<file path="src/rtl/core/ufbs_pkg.sv">
// Shared types and constants of the disjoint-set engine.
// No dependencies; imported by every module of the block.
package ufbs_pkg;

   localparam int ELEM_W               = 10;
   localparam int SIZE_W               = 11;
   localparam int MAX_ELEMENTS_DEFAULT = 1024;

   localparam logic [SIZE_W-1:0] COUNT_RESET = 11'd1024;

   localparam logic CMD_QUERY = 1'b0;
   localparam logic CMD_UNION = 1'b1;

   // read and write strobes of one memory
   typedef struct packed {
      logic re;
      logic we;
   } mem_ctl_type;

endpackage

</file>
<file path="src/rtl/core/ufbs_ctrl.sv">
// Sequencer of the disjoint-set engine: clearing pass, two-pass find with
// path compression, union by size and the result register.
// Depends on ufbs_pkg; drives the parent and size memories.
module ufbs_ctrl #(
   parameter int MAX_ELEMENTS = ufbs_pkg::MAX_ELEMENTS_DEFAULT,
   localparam int IDX_W       = $clog2(MAX_ELEMENTS),
   localparam int SZ_W        = $clog2(MAX_ELEMENTS + 1)
) (
   input  logic                  clock,
   input  logic                  reset,
   // request side
   input  logic                  req_valid,
   output logic                  req_stall,
   input  logic                  req_cmd,
   input  logic [IDX_W-1:0]      req_a,
   input  logic [IDX_W-1:0]      req_b,
   input  logic                  req_err,
   // result side
   output logic                  rsp_valid,
   input  logic                  rsp_stall,
   output logic [IDX_W-1:0]      rsp_root,
   output logic [SZ_W-1:0]       rsp_size,
   output logic                  rsp_merged,
   output logic                  rsp_err,
   // parent link memory
   output ufbs_pkg::mem_ctl_type p_ctl,
   output logic [IDX_W-1:0]      p_raddr,
   output logic [IDX_W-1:0]      p_waddr,
   output logic [IDX_W-1:0]      p_wdata,
   input  logic [IDX_W-1:0]      p_rdata,
   // set size memory
   output ufbs_pkg::mem_ctl_type s_ctl,
   output logic [IDX_W-1:0]      s_raddr,
   output logic [IDX_W-1:0]      s_waddr,
   output logic [SZ_W-1:0]       s_wdata,
   input  logic [SZ_W-1:0]       s_rdata
);
   import ufbs_pkg::*;

   typedef enum logic [2:0] {
      ST_CLEAR,
      ST_IDLE,
      ST_FIND_UP,
      ST_FIND_FIX,
      ST_LINK,
      ST_RESULT
   } state_type;

   state_type        state_ff, state_in;
   logic [IDX_W-1:0] clr_ff, clr_in;
   logic [IDX_W-1:0] node_ff, node_in;
   logic [IDX_W-1:0] start_ff, start_in;
   logic [IDX_W-1:0] top_ff, top_in;
   logic [IDX_W-1:0] elem_b_ff, elem_b_in;
   logic             cmd_ff, cmd_in;
   logic             second_ff, second_in;
   logic [IDX_W-1:0] ra_ff, ra_in;
   logic [SZ_W-1:0]  size_a_ff, size_a_in;
   logic [IDX_W-1:0] res_root_ff, res_root_in;
   logic [SZ_W-1:0]  res_size_ff, res_size_in;
   logic             res_merged_ff, res_merged_in;
   logic             res_err_ff, res_err_in;
   logic             rsp_valid_ff, rsp_valid_in;
   logic [IDX_W-1:0] rsp_root_ff, rsp_root_in;
   logic [SZ_W-1:0]  rsp_size_ff, rsp_size_in;
   logic             rsp_merged_ff, rsp_merged_in;
   logic             rsp_err_ff, rsp_err_in;

   logic             out_free;
   logic [SZ_W-1:0]  size_sum;

   assign req_stall = (state_ff != ST_IDLE);
   assign out_free  = !rsp_valid_ff || !rsp_stall;
   // disjoint sets, so the sum never exceeds the element count
   assign size_sum  = size_a_ff + s_rdata;

   always_comb begin
      state_in      = state_ff;
      clr_in        = clr_ff;
      node_in       = node_ff;
      start_in      = start_ff;
      top_in        = top_ff;
      elem_b_in     = elem_b_ff;
      cmd_in        = cmd_ff;
      second_in     = second_ff;
      ra_in         = ra_ff;
      size_a_in     = size_a_ff;
      res_root_in   = res_root_ff;
      res_size_in   = res_size_ff;
      res_merged_in = res_merged_ff;
      res_err_in    = res_err_ff;
      rsp_valid_in  = rsp_valid_ff && rsp_stall;
      rsp_root_in   = rsp_root_ff;
      rsp_size_in   = rsp_size_ff;
      rsp_merged_in = rsp_merged_ff;
      rsp_err_in    = rsp_err_ff;

      p_ctl   = '0;
      p_raddr = node_ff;
      p_waddr = node_ff;
      p_wdata = top_ff;
      s_ctl   = '0;
      s_raddr = node_ff;
      s_waddr = top_ff;
      s_wdata = size_sum;

      case (state_ff)
         ST_CLEAR: begin
            p_ctl.we = 1'b1;
            p_waddr  = clr_ff;
            p_wdata  = clr_ff;
            s_ctl.we = 1'b1;
            s_waddr  = clr_ff;
            s_wdata  = SZ_W'(1);
            if (clr_ff == IDX_W'(MAX_ELEMENTS - 1)) begin
               state_in = ST_IDLE;
            end else begin
               clr_in = clr_ff + 1'b1;
            end
         end
         ST_IDLE: begin
            if (req_valid) begin
               cmd_in    = req_cmd;
               elem_b_in = req_b;
               if (req_err) begin
                  res_root_in   = '0;
                  res_size_in   = '0;
                  res_merged_in = 1'b0;
                  res_err_in    = 1'b1;
                  state_in      = ST_RESULT;
               end else begin
                  node_in   = req_a;
                  start_in  = req_a;
                  second_in = 1'b0;
                  p_ctl.re  = 1'b1;
                  p_raddr   = req_a;
                  state_in  = ST_FIND_UP;
               end
            end
         end
         ST_FIND_UP: begin
            // p_rdata is the parent of node_ff
            if (p_rdata == node_ff) begin
               top_in   = node_ff;
               s_ctl.re = 1'b1;
               s_raddr  = node_ff;
               p_ctl.re = 1'b1;
               p_raddr  = start_ff;
               node_in  = start_ff;
               state_in = ST_FIND_FIX;
            end else begin
               p_ctl.re = 1'b1;
               p_raddr  = p_rdata;
               node_in  = p_rdata;
            end
         end
         ST_FIND_FIX: begin
            if (node_ff != top_ff) begin
               // point this node at the root, move on to its old parent
               p_ctl.we = 1'b1;
               p_waddr  = node_ff;
               p_wdata  = top_ff;
               p_ctl.re = 1'b1;
               p_raddr  = p_rdata;
               node_in  = p_rdata;
            end else if (!second_ff) begin
               ra_in     = top_ff;
               size_a_in = s_rdata;
               if (cmd_ff == CMD_UNION) begin
                  second_in = 1'b1;
                  node_in   = elem_b_ff;
                  start_in  = elem_b_ff;
                  p_ctl.re  = 1'b1;
                  p_raddr   = elem_b_ff;
                  state_in  = ST_FIND_UP;
               end else begin
                  res_root_in   = top_ff;
                  res_size_in   = s_rdata;
                  res_merged_in = 1'b0;
                  res_err_in    = 1'b0;
                  state_in      = ST_RESULT;
               end
            end else begin
               state_in = ST_LINK;
            end
         end
         ST_LINK: begin
            // top_ff is the root of b, s_rdata its size
            res_err_in = 1'b0;
            if (ra_ff == top_ff) begin
               res_root_in   = ra_ff;
               res_size_in   = size_a_ff;
               res_merged_in = 1'b0;
            end else if (size_a_ff < s_rdata) begin
               p_ctl.we      = 1'b1;
               p_waddr       = ra_ff;
               p_wdata       = top_ff;
               s_ctl.we      = 1'b1;
               s_waddr       = top_ff;
               res_root_in   = top_ff;
               res_size_in   = size_sum;
               res_merged_in = 1'b1;
            end else begin
               p_ctl.we      = 1'b1;
               p_waddr       = top_ff;
               p_wdata       = ra_ff;
               s_ctl.we      = 1'b1;
               s_waddr       = ra_ff;
               res_root_in   = ra_ff;
               res_size_in   = size_sum;
               res_merged_in = 1'b1;
            end
            state_in = ST_RESULT;
         end
         ST_RESULT: begin
            if (out_free) begin
               rsp_valid_in  = 1'b1;
               rsp_root_in   = res_root_ff;
               rsp_size_in   = res_size_ff;
               rsp_merged_in = res_merged_ff;
               rsp_err_in    = res_err_ff;
               state_in      = ST_IDLE;
            end
         end
         default: begin
            state_in = ST_IDLE;
         end
      endcase
   end

   always_ff @(posedge clock) begin
      if (reset) begin
         state_ff     <= ST_CLEAR;
         clr_ff       <= '0;
         rsp_valid_ff <= 1'b0;
      end else begin
         state_ff     <= state_in;
         clr_ff       <= clr_in;
         rsp_valid_ff <= rsp_valid_in;
      end
      node_ff       <= node_in;
      start_ff      <= start_in;
      top_ff        <= top_in;
      elem_b_ff     <= elem_b_in;
      cmd_ff        <= cmd_in;
      second_ff     <= second_in;
      ra_ff         <= ra_in;
      size_a_ff     <= size_a_in;
      res_root_ff   <= res_root_in;
      res_size_ff   <= res_size_in;
      res_merged_ff <= res_merged_in;
      res_err_ff    <= res_err_in;
      rsp_root_ff   <= rsp_root_in;
      rsp_size_ff   <= rsp_size_in;
      rsp_merged_ff <= rsp_merged_in;
      rsp_err_ff    <= rsp_err_in;
   end

   assign rsp_valid  = rsp_valid_ff;
   assign rsp_root   = rsp_root_ff;
   assign rsp_size   = rsp_size_ff;
   assign rsp_merged = rsp_merged_ff;
   assign rsp_err    = rsp_err_ff;

   a_result_from_result_state: assert property (@(posedge clock) disable iff (reset)
      $rose(rsp_valid_ff) |-> $past(state_ff == ST_RESULT))
      else $error("result loaded outside the result state");

   a_error_fields_zero: assert property (@(posedge clock) disable iff (reset)
      rsp_valid_ff && rsp_err_ff |-> rsp_root_ff == '0 && rsp_size_ff == '0 && !rsp_merged_ff)
      else $error("error result carries non-zero fields");

   a_good_result_size: assert property (@(posedge clock) disable iff (reset)
      rsp_valid_ff && !rsp_err_ff |-> rsp_size_ff != '0)
      else $error("set of size zero reported");

   a_compress_not_root: assert property (@(posedge clock) disable iff (reset)
      state_ff == ST_FIND_FIX && p_ctl.we |-> p_waddr != top_ff)
      else $error("path compression wrote the root's own link");

   a_link_no_self: assert property (@(posedge clock) disable iff (reset)
      state_ff == ST_LINK && p_ctl.we |-> p_waddr != p_wdata && s_ctl.we)
      else $error("union linked a root to itself or without a size update");

endmodule

</file>
<file path="config.mk">
export PLATFORM = sky130hd
export DESIGN_NAME = ufbs_ctrl
export DESIGN_NICKNAME = d
export VERILOG_FILES = /design/src/rtl/core/ufbs_pkg.sv /design/src/rtl/core/ufbs_ctrl.sv
export SDC_FILE = /design/constraint.sdc
export NUM_CORES = 1
export LEC_CHECK = 0
export CORE_MARGIN = 4
export CORE_UTILIZATION = 34
export CTS_CLUSTER_SIZE = 10
export DETAILED_ROUTE_END_ITERATION = 6
export DONT_BUFFER_PORTS = 1
export GPL_ROUTABILITY_DRIVEN = 0
export HOLD_SLACK_MARGIN = 0.06
export SYNTH_ARGS = -nofsm -noshare
export SYNTH_HDL_FRONTEND = slang
export SYNTH_SLANG_ARGS = --single-unit
</file>
<file path="constraint.sdc">
create_clock -name clock -period 4.85 [get_ports clock]
set_input_delay 0.485 -clock clock [delete_from_list [all_inputs] [get_ports clock]]
set_output_delay 0.485 -clock clock [all_outputs]
set_load 0.01 [all_outputs]
</file>
======== Word level (Yosys, flattened, before mapping) ========
Cells that the tools add are included.
word-level totals
  memories kept ........................... 0
  word-level logic and storage cells ...... 132
  register bits ........................... 123
  output and inout port bits .............. 90
  bits in read-only memories .............. 0
  memory bits (writable) .................. 0
  latch bits .............................. 0
cells by class
  div/mod/pow operators ................... 0
  $add $sub $neg .......................... 2
  bitwise operators ....................... 3
  shifts and indexed selects .............. 0
  magnitude comparators ................... 1
  eq/ne operators ......................... 20
  multipliers ............................. 0
  reductions and logical operators ........ 16
  muxes and demuxes ....................... 71
operator list
  operator                                                          count
  10-bit 2-to-1 mux                                                 21
  11-bit 2-to-1 mux                                                 7
  10-bit case mux with 2 select lines                               3
  10-bit case mux with 3 select lines                               2
  11-bit case mux with 3 select lines                               1
  3-bit 2-to-1 mux                                                  8
  1-bit 2-to-1 mux                                                  22
  10-bit == test                                                    2
  2-bit != test (second input constant)                             10
  3-bit case mux with 6 select lines                                1
  1-bit case mux with 3 select lines                                4
  6-bit AND reduction                                               2
  11-bit adder                                                      1
  11-bit < comparator                                               1
  10-bit by 1-bit adder with 10-bit output (second input constant)  1
  10-bit == test (second input constant)                            1
  10-bit != test                                                    1
  2-bit AND reduction                                               4
  3-bit by 2-bit == test with 1-bit output (second input constant)  2
  3-bit == test (second input constant)                             2
  5-bit AND reduction                                               1
  1-bit case mux with 2 select lines                                2
  4-bit AND reduction                                               1
  3-bit by 1-bit == test with 1-bit output (second input constant)  1
  other kinds (9)                                                   12

======== Logic depth before layout (Yosys ltp) ========
Gate-level depths: netlist (run 1).
  depth after elaboration ................. 4
  mapped depth ............................ 11
  mapped depth without buffers ............ 9

======== Least setup slack after synthesis (run 1) ========
No wires, ideal clock.
  kind .................................... reg-to-reg
  from .................................... register top_ff[1]
  to ...................................... register res_err_ff, enable pin
  clock period less this slack ............ 3482 ps
  setup time .............................. 439 ps
  path slack .............................. 1368 ps
  data arrival time ....................... 3043 ps
  stages on the path, launching flop included .. 7
  cells stage by stage .................... edfxtp_1 -> clkbuf_1 -> xnor2_1 -> nand4_1 -> nor4_2 -> nor2_1 -> a211oi_1
between the ends
  word-level cells in the longest chain between the ends .. 3
RTL lines
  element                               line              text
  start, declared                       ufbs_ctrl.sv:53   logic [IDX_W-1:0] top_ff, top_in;
  start signal, assigned                ufbs_ctrl.sv:243  top_ff <= top_in;
  10-bit != test                        ufbs_ctrl.sv:158  if (node_ff != top_ff) begin
  2-bit != test (no source line)        --
  6-bit AND reduction (no source line)  --
  end signal, assigned                  ufbs_ctrl.sv:252  res_err_ff <= res_err_in;
  end, declared                         ufbs_ctrl.sv:62   logic res_err_ff, res_err_in;
Every way passes these cells.
A chain may end at the register's enable or synchronous reset.

======== Worst setup path in the final report (run 1) ========
  from .................................... register top_ff[6]
  to ...................................... output p_raddr[8]
between the ends
  word-level cells in the longest chain between the ends .. 3
RTL lines
  element                              line              text
  10-bit != test                       ufbs_ctrl.sv:158
  10-bit 2-to-1 mux                    ufbs_ctrl.sv:158
  10-bit case mux with 3 select lines  --
  end, declared                        ufbs_ctrl.sv:27   output logic [IDX_W-1:0] p_raddr,
Every way passes these cells.

==> metrics.md, run 1 <==
| Metric | Value |
|---|---|
| Die width | `roughly 150 µm` |
| Fin nets | `between 600 and 700` |
| Via density | `approximately 5.6` |
| Row count | `50` |
| Vias in the first global route | `4931` |
| Post-synth EDFFs | `99` |
| Clock Latency Late Sink | `around 0.42 ns` |
| Tcrit/Tclk final | `approximately four fifths` |
| Core area | `between 15000 and 20000 µm²` |
| DRT iter0 DRCs | `509` |
| Status | `completed` |
| Clk sinks | `123` |
| Clk pin slew, worst setup/hold paths | `around 0.060 ns` |
| Met3 WL | `1.79 mm` |
| Critical path peak fanout | `12` |
| Grt ovf | `0` |
| Synth Instances | `between 600 and 700` |
| Crit path kind | `register to output port` |
| CTS tree | `yes` |
| Crit start category | `register` |
| Mapped Avg Cell Area | `about 11 µm²` |
| Required time worst endpoint | `approximately 4.4 ns` |
| Met2 wire length | `between 8 and 9 mm` |
| Initial core utilization | `between 30% and 40%` |
| Die ar. | `21500 µm²` |
| Yosys warns | `0` |
| Drt total wl | `18.0 mm` |
| Highest Signal Layer | `met4` |
| Worst Skew | `approximately 0.0079 ns` |
| # port buffers | `0` |
| Mux cell area share after synthesis | `2.30%` |
| FFs w/ async S/R, synth | `0%` |
| Slew Viols, Final | `0` |
| Top FF cell, synth | `edfxtp_1` |
| Largest family of logic cells by synthesized area | `compound AO/OA/AOI/OAI gates` |
| Area share of the largest cell type after synthesis | `between 40% and 50%` |
| Post-synthesis sequential area ratio | `between 50% and 60%` |
| Die height | `~150 µm` |
| H-tree depth | `4` |
| Boundary pin count | `137` |
| Multi-input gate area | `between 2000 and 3000 µm²` |
| Post-route ant nets | `0` |
| RSZ-0062 raised after global routing | `no` |
| Wl on met1 | `roughly 7.6 mm` |
| Mapped Area | `approximately 6500 µm²` |
| Post-CTS Resized | `0` |
| Slew margin rel. | `14.7%` |
| Fin. Hold Viols | `0` |
| Root Buffer | `clkbuf_16` |
| Fin util | `just under 40%` |
| Top cells by area, synth | `edfxtp_1 46%, dfxtp_1 7.4%, ha_1 4.2%` |
| Pre-CTS setup slack | `between 1 and 1.5 ns` |
| Final setup fails | `0` |
| Compound-Gate Fraction of Synth Area | `between 10% and 20%` |
| Synth Net Count | `672` |
| Commonest non-fill, non-tap cell in the layout | `edfxtp_1` |
| Layout cells sized above 1 | `8.25%` |
| Synth Register Bits | `123` |
| All-Layer GR Usage | `16.5%` |
| # DRC | `0` |
| Leak Pwr | `2.61 nW` |
| Critical path arrival | `roughly 3.4 ns` |
| WL per Instance | `approximately 21 µm` |
| Post-Route Setup TNS | `0 ns` |
| Fmax | `between 200 and 300 MHz` |
| Number of fill cells | `approximately 1800` |
| Largest net degree at the start of global routing | `24` |
| Commonest cells after routing, fill and taps aside | `99 x edfxtp_1, 56 x nand2_1, 37 x nor2_1, 31 x inv_1, 28 x xor2_1` |
| Post-CTS setup repair buffer count | `0` |
| Clock Path Buffers | `2` |
| Hold buffer count at CTS | `0` |
| First-pass GRT wire length | `between 20 and 30 mm` |
| XOR/XNOR share of the synthesized area | `just over 6%` |
| Final Cell Area | `a little over 7000 µm²` |
| Max_cap viols | `0` |
| Post-Synth Simple-Gate Area | `13.3%` |
| Antenna violations before repair | `0` |
| CP Capture Type | `output port` |
| Peak supply drop | `a little under 300 µV` |
| Num CTS Buffers | `17` |
| Drt first pass iters | `5` |
| Flip-flop and latch area | `approximately 3500 µm²` |
| Setup ws final | `roughly 1 ns` |
| Placed inst area | `around 6700 µm²` |
| Area leader, netlist | `edfxtp_1` |
| Area delta synth->final | `11.4%` |
| Period minus WS final | `roughly 3.9 ns` |
| Pwr/cell area | `~450 nW/µm²` |
| Inserted Diodes | `0` |
| Post-synth cell types | `56` |
| Post-synthesis adder-cell area fraction | `approximately 4.5%` |
| Post-DP HPWL | `13.3 mm` |
| Vias | `between 4000 and 5000` |
| Worst-margin pin slew | `~1.3 ns` |
| Worst hold path class | `input port to register` |
## synth_stat cells (3+ instances only)
| library cell | instances |
|---|---|
| buf_2 | 5 |
| a22oi_1 | 12 |
| a22o_1 | 10 |
| o221ai_1 | 10 |
| a222oi_1 | 10 |
| nand4_1 | 20 |
| o22ai_1 | 15 |
| nand2_1 | 56 |
| ha_1 | 22 |
| o211ai_1 | 12 |
| edfxtp_1 | 99 |
| nor2_1 | 37 |
| o21ai_1 | 5 |
| nor2b_1 | 10 |
| nor3_1 | 11 |
| and2_1 | 7 |
| xnor2_1 | 17 |
| nor4_1 | 5 |
| a21oi_1 | 20 |
| dfxtp_1 | 24 |
| nand3_1 | 12 |
| a211oi_1 | 4 |
| o21ai_0 | 14 |
| and3_1 | 5 |
| a31oi_1 | 3 |
| a32oi_1 | 4 |
| buf_4 | 13 |
| nand3b_1 | 3 |
| xor2_1 | 28 |
| inv_1 | 31 |
| nand2b_1 | 4 |
| mux2i_1 | 15 |
| clkbuf_1 | 30 |
## stage by stage
stage,total power [mW],hold slack [ns],std cells
2_1_floorplan,1.91,0.400,602
6_report,3.28,0.131,854
3_3_place_gp,2.08,0.406,822
3_5_place_dp,2.09,0.405,822
5_1_grt,3.42,0.110,854
4_1_cts,3.30,0.114,854
## state kept, by name, indices dropped and copies added, names as in the netlist, 3 cells and up
register and cells:
rsp_root 10, res_size_ff 11, top_ff 10, res_root_ff 10, state_ff 3, clr_ff 10
node_ff 10, start_ff 10, ra_ff 10, elem_b_ff 10, size_a_ff 11, rsp_size 11
## per-layer routing
metal	vias up	GRT usage, %
met2	250	25.2
met4	0	6.77
li1	2198	-
met3	34	6.55
met1	2292	20.9
met5	-	0
## worst max-delay path, cell delays in order (launching register included)
cell	delay (ns)
edfxtp_1	0.51
xnor2_1	0.27
nand4_1	0.14
nor4_2	0.54
nor2_1	0.21
a31oi_1	0.96
o211ai_1	0.34
## path summary, 6_finish.rpt
check,from,endpoint,slack (ns),depth (start not counted)
worst max-delay path,top_ff[6],p_raddr[8],0.97,6
worst min-delay path,reset,rsp_valid,0.13,1
worst max register to register,state_ff[2],ra_ff[6],1.60,5
worst min register to register,res_size_ff[1],rsp_size[1],0.41,0
## cells by family after synthesis
| family | after synthesis |
|---|---|
| xor gates and xnor gates | 45 |
| muxes | 15 |
| adders and majority gates | 23 |
| AOI/OAI and AO/OA | 135 |
| DFF | 123 |
| buffers and inverters | 83 |
| and+or+nand+nor | 178 |
## power by group
part,switching [mW],leakage [nW],internal (mW)
logic,0.420,1.24,0.221
clock network,0.447,0.278,0.762
registers,0.185,1.09,1.24
## area by class of cell
type,instances,share of cell area (%)
clock buffers,26,6.88
clock inverters,6,0.843
inverters,33,1.70
multi-input cells,396,37.6
flip-flops and latches,123,47.5
well taps,260,4.47
repair buffers,10,1.03
Note: power is estimated with default switching activity, not from simulation.
==> inputs of run 2 (changes only) <==
Settings changed: ABC_AREA set to 1.
Clock period 4.85 ns to 3.31 ns, I/O delays scaled along.
==> run 2 against run 1 <==
- the flow now finishes with violations (design-rule violations)
- largest cell class unchanged
- synthesized area rose by 9.4%
- highest routed layer unchanged
- largest power group unchanged
- combinational power grew to 3.2 times the previous value
- sequential share of layout area is 5.1 points lower
- total power up 90%
- sequential power grew 69%
- die area is 8.9% higher
- critical endpoint is now s_waddr[9]
- clock skew about the same
- sequential cell count did not move
- cell count rose by 35%
- first-iteration DRC count fell by 26%
- global-route usage up 0.84 points
- utilization is 1.2 points higher
==> metrics.md, run 2 <==
| Metric | Value |
|---|---|
| Drt total wl | `20.4 mm (+13%)` |
| Slowest CP cell | `edfxtp_1` |
| Sequential power share | `38.8% (-4.7 points)` |
| Area delta synth->final | `14.0%` |
| Psw | `2.53 mW (+140%)` |
| Boundary pin count | `137 (unchanged)` |
| Clock Path Buffers | `2 (unchanged)` |
| Top cells by count, synth | `235 x nand2_1, 104 x inv_1, 99 x edfxtp_1` |
| Area leader, netlist | `edfxtp_1` |
| FFs w/ async S/R, synth | `0% (unchanged)` |
| CP Capture Type | `output port` |
| Die ar. | `23400 µm² (+8.9%)` |
| Core area | `20400 µm² (+8.5%)` |
| Top Usage Layer GRT | `met2` |
| Clock power frac | `28.7% (-8.2 points)` |
| Slew Viols, Final | `0 (unchanged)` |
| Worst Skew | `0.00829 ns (+0.000403 ns)` |
| Yosys warns | `0 (unchanged)` |
| Post-DP HPWL | `14.4 mm (+8.7%)` |
| Combinational power share | `32.5% (+13 points)` |
| Slew margin rel. | `55.9% (+41 points)` |
| Vias in the first global route | `5505 (+12%)` |
| Post-Route Setup TNS | `0 ns (unchanged)` |
| Critical path arrival | `2.75 ns (-0.64 ns)` |
| Failing checks | `design-rule violations` |
| Clk sinks | `123 (unchanged)` |
| Largest net degree at the start of global routing | `34 (+42%)` |
| Synth Register Bits | `123 (unchanged)` |
| Commonest cells after routing, fill and taps aside | `235 x nand2_1, 104 x inv_1, 99 x edfxtp_1, 74 x nor2_1, 45 x a21oi_1` |
| Clk pin slew, worst setup/hold paths | `0.06 ns (about the same)` |
| Synth Net Count | `920 (+37%)` |
| Required time worst endpoint | `2.98 ns (-1.39 ns)` |
| Max_cap viols | `0 (unchanged)` |
| Inserted Diodes | `0 (unchanged)` |
| Met1 Usage GRT | `22.6% (+1.8 points)` |
| Most frequent cell after synthesis | `nand2_1` |
| Crit start category | `register` |
| DRT iter0 DRCs | `377 (-26%)` |
| Post-synth cell types | `46 (-18%)` |
| Initial core utilization | `35.0% (+0.30 points)` |
| WL per Instance | `17.7 µm (-16%)` |
| Grt met3 use | `5.97% (-0.58 points)` |
| Row count | `52 (+4.0%)` |
| R2R setup slack | `0.77 ns (-0.83 ns)` |
| Synth Instances | `850 (+41%)` |
| Die height | `153 µm (+4.4%)` |
| Most used cell, CP | `nand2_1` |
| Critical path peak fanout | `33 (+21)` |
| CTS tree | `yes` |
| Setup ws final | `0.233 ns (-0.739 ns)` |
| Pwr/cell area | `766 nW/µm² (+70%)` |
| Final Cell Area | `8140 µm² (+12%)` |
| Fin. Hold Viols | `0 (unchanged)` |
| RSZ-0062 raised after global routing | `no` |
| Post-synthesis sequential area ratio | `48.3% (-4.6 points)` |
| Clock Latency Late Sink | `0.41 ns (about the same)` |
| Period minus WS final | `between 3 and 4 ns` |
| Die width | `153 µm (+4.4%)` |
| H-tree depth | `4 (unchanged)` |
| Top FF cell, synth | `edfxtp_1` |
| Peak supply drop | `668 µV (+130%)` |
| Cells after DPL | `1096 (+33%)` |
| Mapped Avg Cell Area | `8.41 µm² (-23%)` |
| Worst-margin pin slew | `0.661 ns (-0.608 ns)` |
| Worst hold path class | `input port to register` |
| Drt first pass iters | `7 (+2)` |
| Final cell count without fillers | `1151 (+35%)` |
| Critical path, cell by cell | `ha_1 -> nand2_1 -> o21ai_0 -> nand2_2 -> nand3_4 -> nand2_1 -> o211ai_2 -> nand3_1` |
| Grt ovf | `0 (unchanged)` |
| Commonest non-fill, non-tap cell in the layout | `nand2_1` |
| GR Util met2 | `28.0% (+2.8 points)` |
| Critical path's largest stage delay | `0.42 ns (-0.54 ns)` |
| # DRC | `1 (+1)` |
| Post-route ant nets | `0 (unchanged)` |
| Post-CTS setup repair buffer count | `0 (unchanged)` |
| Placed inst area | `7350 µm² (+9.5%)` |
| All-Layer GR Usage | `17.3% (+0.84 points)` |
| Fin util | `39.9% (+1.2 points)` |
| Final setup fails | `0 (unchanged)` |
| Pre-CTS setup slack | `0.654 ns (-0.782 ns)` |
| Fmax | `around 330 MHz` |
| Fin nets | `938 (+44%)` |
| WHS | `0.0969 ns (-0.0337 ns)` |
| Root Buffer | `clkbuf_16` |
| Post-synth EDFFs | `99 (unchanged)` |
| Leak Pwr | `3.38 nW (+29%)` |
| First-pass GRT wire length | `31.6 mm (+14%)` |
| Mapped Area | `7150 µm² (+9.4%)` |
| Tcrit/Tclk final | `92.9%` |
| Crit path kind | `register to output port` |
| Layout cells sized above 1 | `8.74% (+0.49 points)` |
| Sw frac | `40.5% (+8.4 points)` |
| Area share of the largest cell type after synthesis | `41.6% (-3.9 points)` |
| Vias | `5728 (+20%)` |
| Top cells by area, synth | `edfxtp_1 42%, nand2_1 12%, dfxtp_1 6.7%` |
| Status | `complete, but fails checks` |
| # port buffers | `0 (unchanged)` |
| Via density | `4.98 (-11%)` |
| Antenna violations before repair | `0 (unchanged)` |
| Tot Pwr | `6.24 mW (+90%)` |
| Num CTS Buffers | `17 (unchanged)` |
| Internal | `3.72 mW (+67%)` |
-- run 2: changes by cell type after synthesis, sizes merged, moves of 17 or more --
cell,delta
o21ai,+33
clkbuf,-21
inv,+81
a21oi,+25
nor2,+47
xor2,-17
nand2,+187
-- run 2: power by group through the flow --
stage	clock network (mW)	logic [mW]	registers, mW
5_1_grt	1.89	2.27	2.46
3_5_place_dp	0	2.02	2.46
6_report	1.79	2.03	2.42
4_1_cts	1.82	2.05	2.43
3_3_place_gp	0	2.00	2.45
2_1_floorplan	0	1.55	2.34
-- run 2: timing repair --
item | in CTS | in global routing
hold endpoints to repair | 27 | 0
gates resized for setup | 0 | 1
endpoints found under the setup margin | 0 | 2
hold buffers | 23 | 0
-- run 2: cells by family (layout without fill, tap and decap cells) --
family          count (synthesis)  in the layout  share of synthesized area [%]
fa+ha+maj                      23             23                           4.13
simple gates                  402            402                           25.1
xor+xnor                       23             23                           2.82
buf+inv                       150            181                           9.38
flops                         123            123                           48.3
compound gates                129            129                           10.3
-- run 2: layer usage --
layer  vias to the layer above  share of wire [%]
met4                         0               0.62
li1                       2847                  -
met5                         -                  0
met2                       226                 46
met1                      2643                 43
met3                        12                9.5
-- run 2: area by class of cell --
| type | instances | area [µm²] |
|---|---|---|
| Clock buffer | 18 | 429 |
| Clock inverter | 14 | 130 |
| Fill cell | 2068 | 12300 |
| Inverter | 115 | 437 |
| Multi-Input combinational cell | 577 | 3040 |
| Sequential cell | 123 | 3450 |
| Tap cell | 270 | 338 |
| Timing Repair Buffer | 34 | 313 |
-- run 2: critical path, delay by kind of cell (launching register included) --
family	cells	cell delay (ns)
AND/OR/NAND/NOR	5	1.14
flip-flops	1	0.42
adder cells (fa/ha/maj)	1	0.40
AO/OA/AOI/OAI	2	0.36
-- run 2: final timing paths --
check                     start             end  depth (start not counted)
hold reg to reg   res_merged_ff      rsp_merged                          0
setup reg to reg   size_a_ff[6]  res_root_ff[0]                          7
setup / recovery   size_a_ff[6]      s_waddr[9]                          8
hold / removal         req_a[7]     start_ff[7]                          2
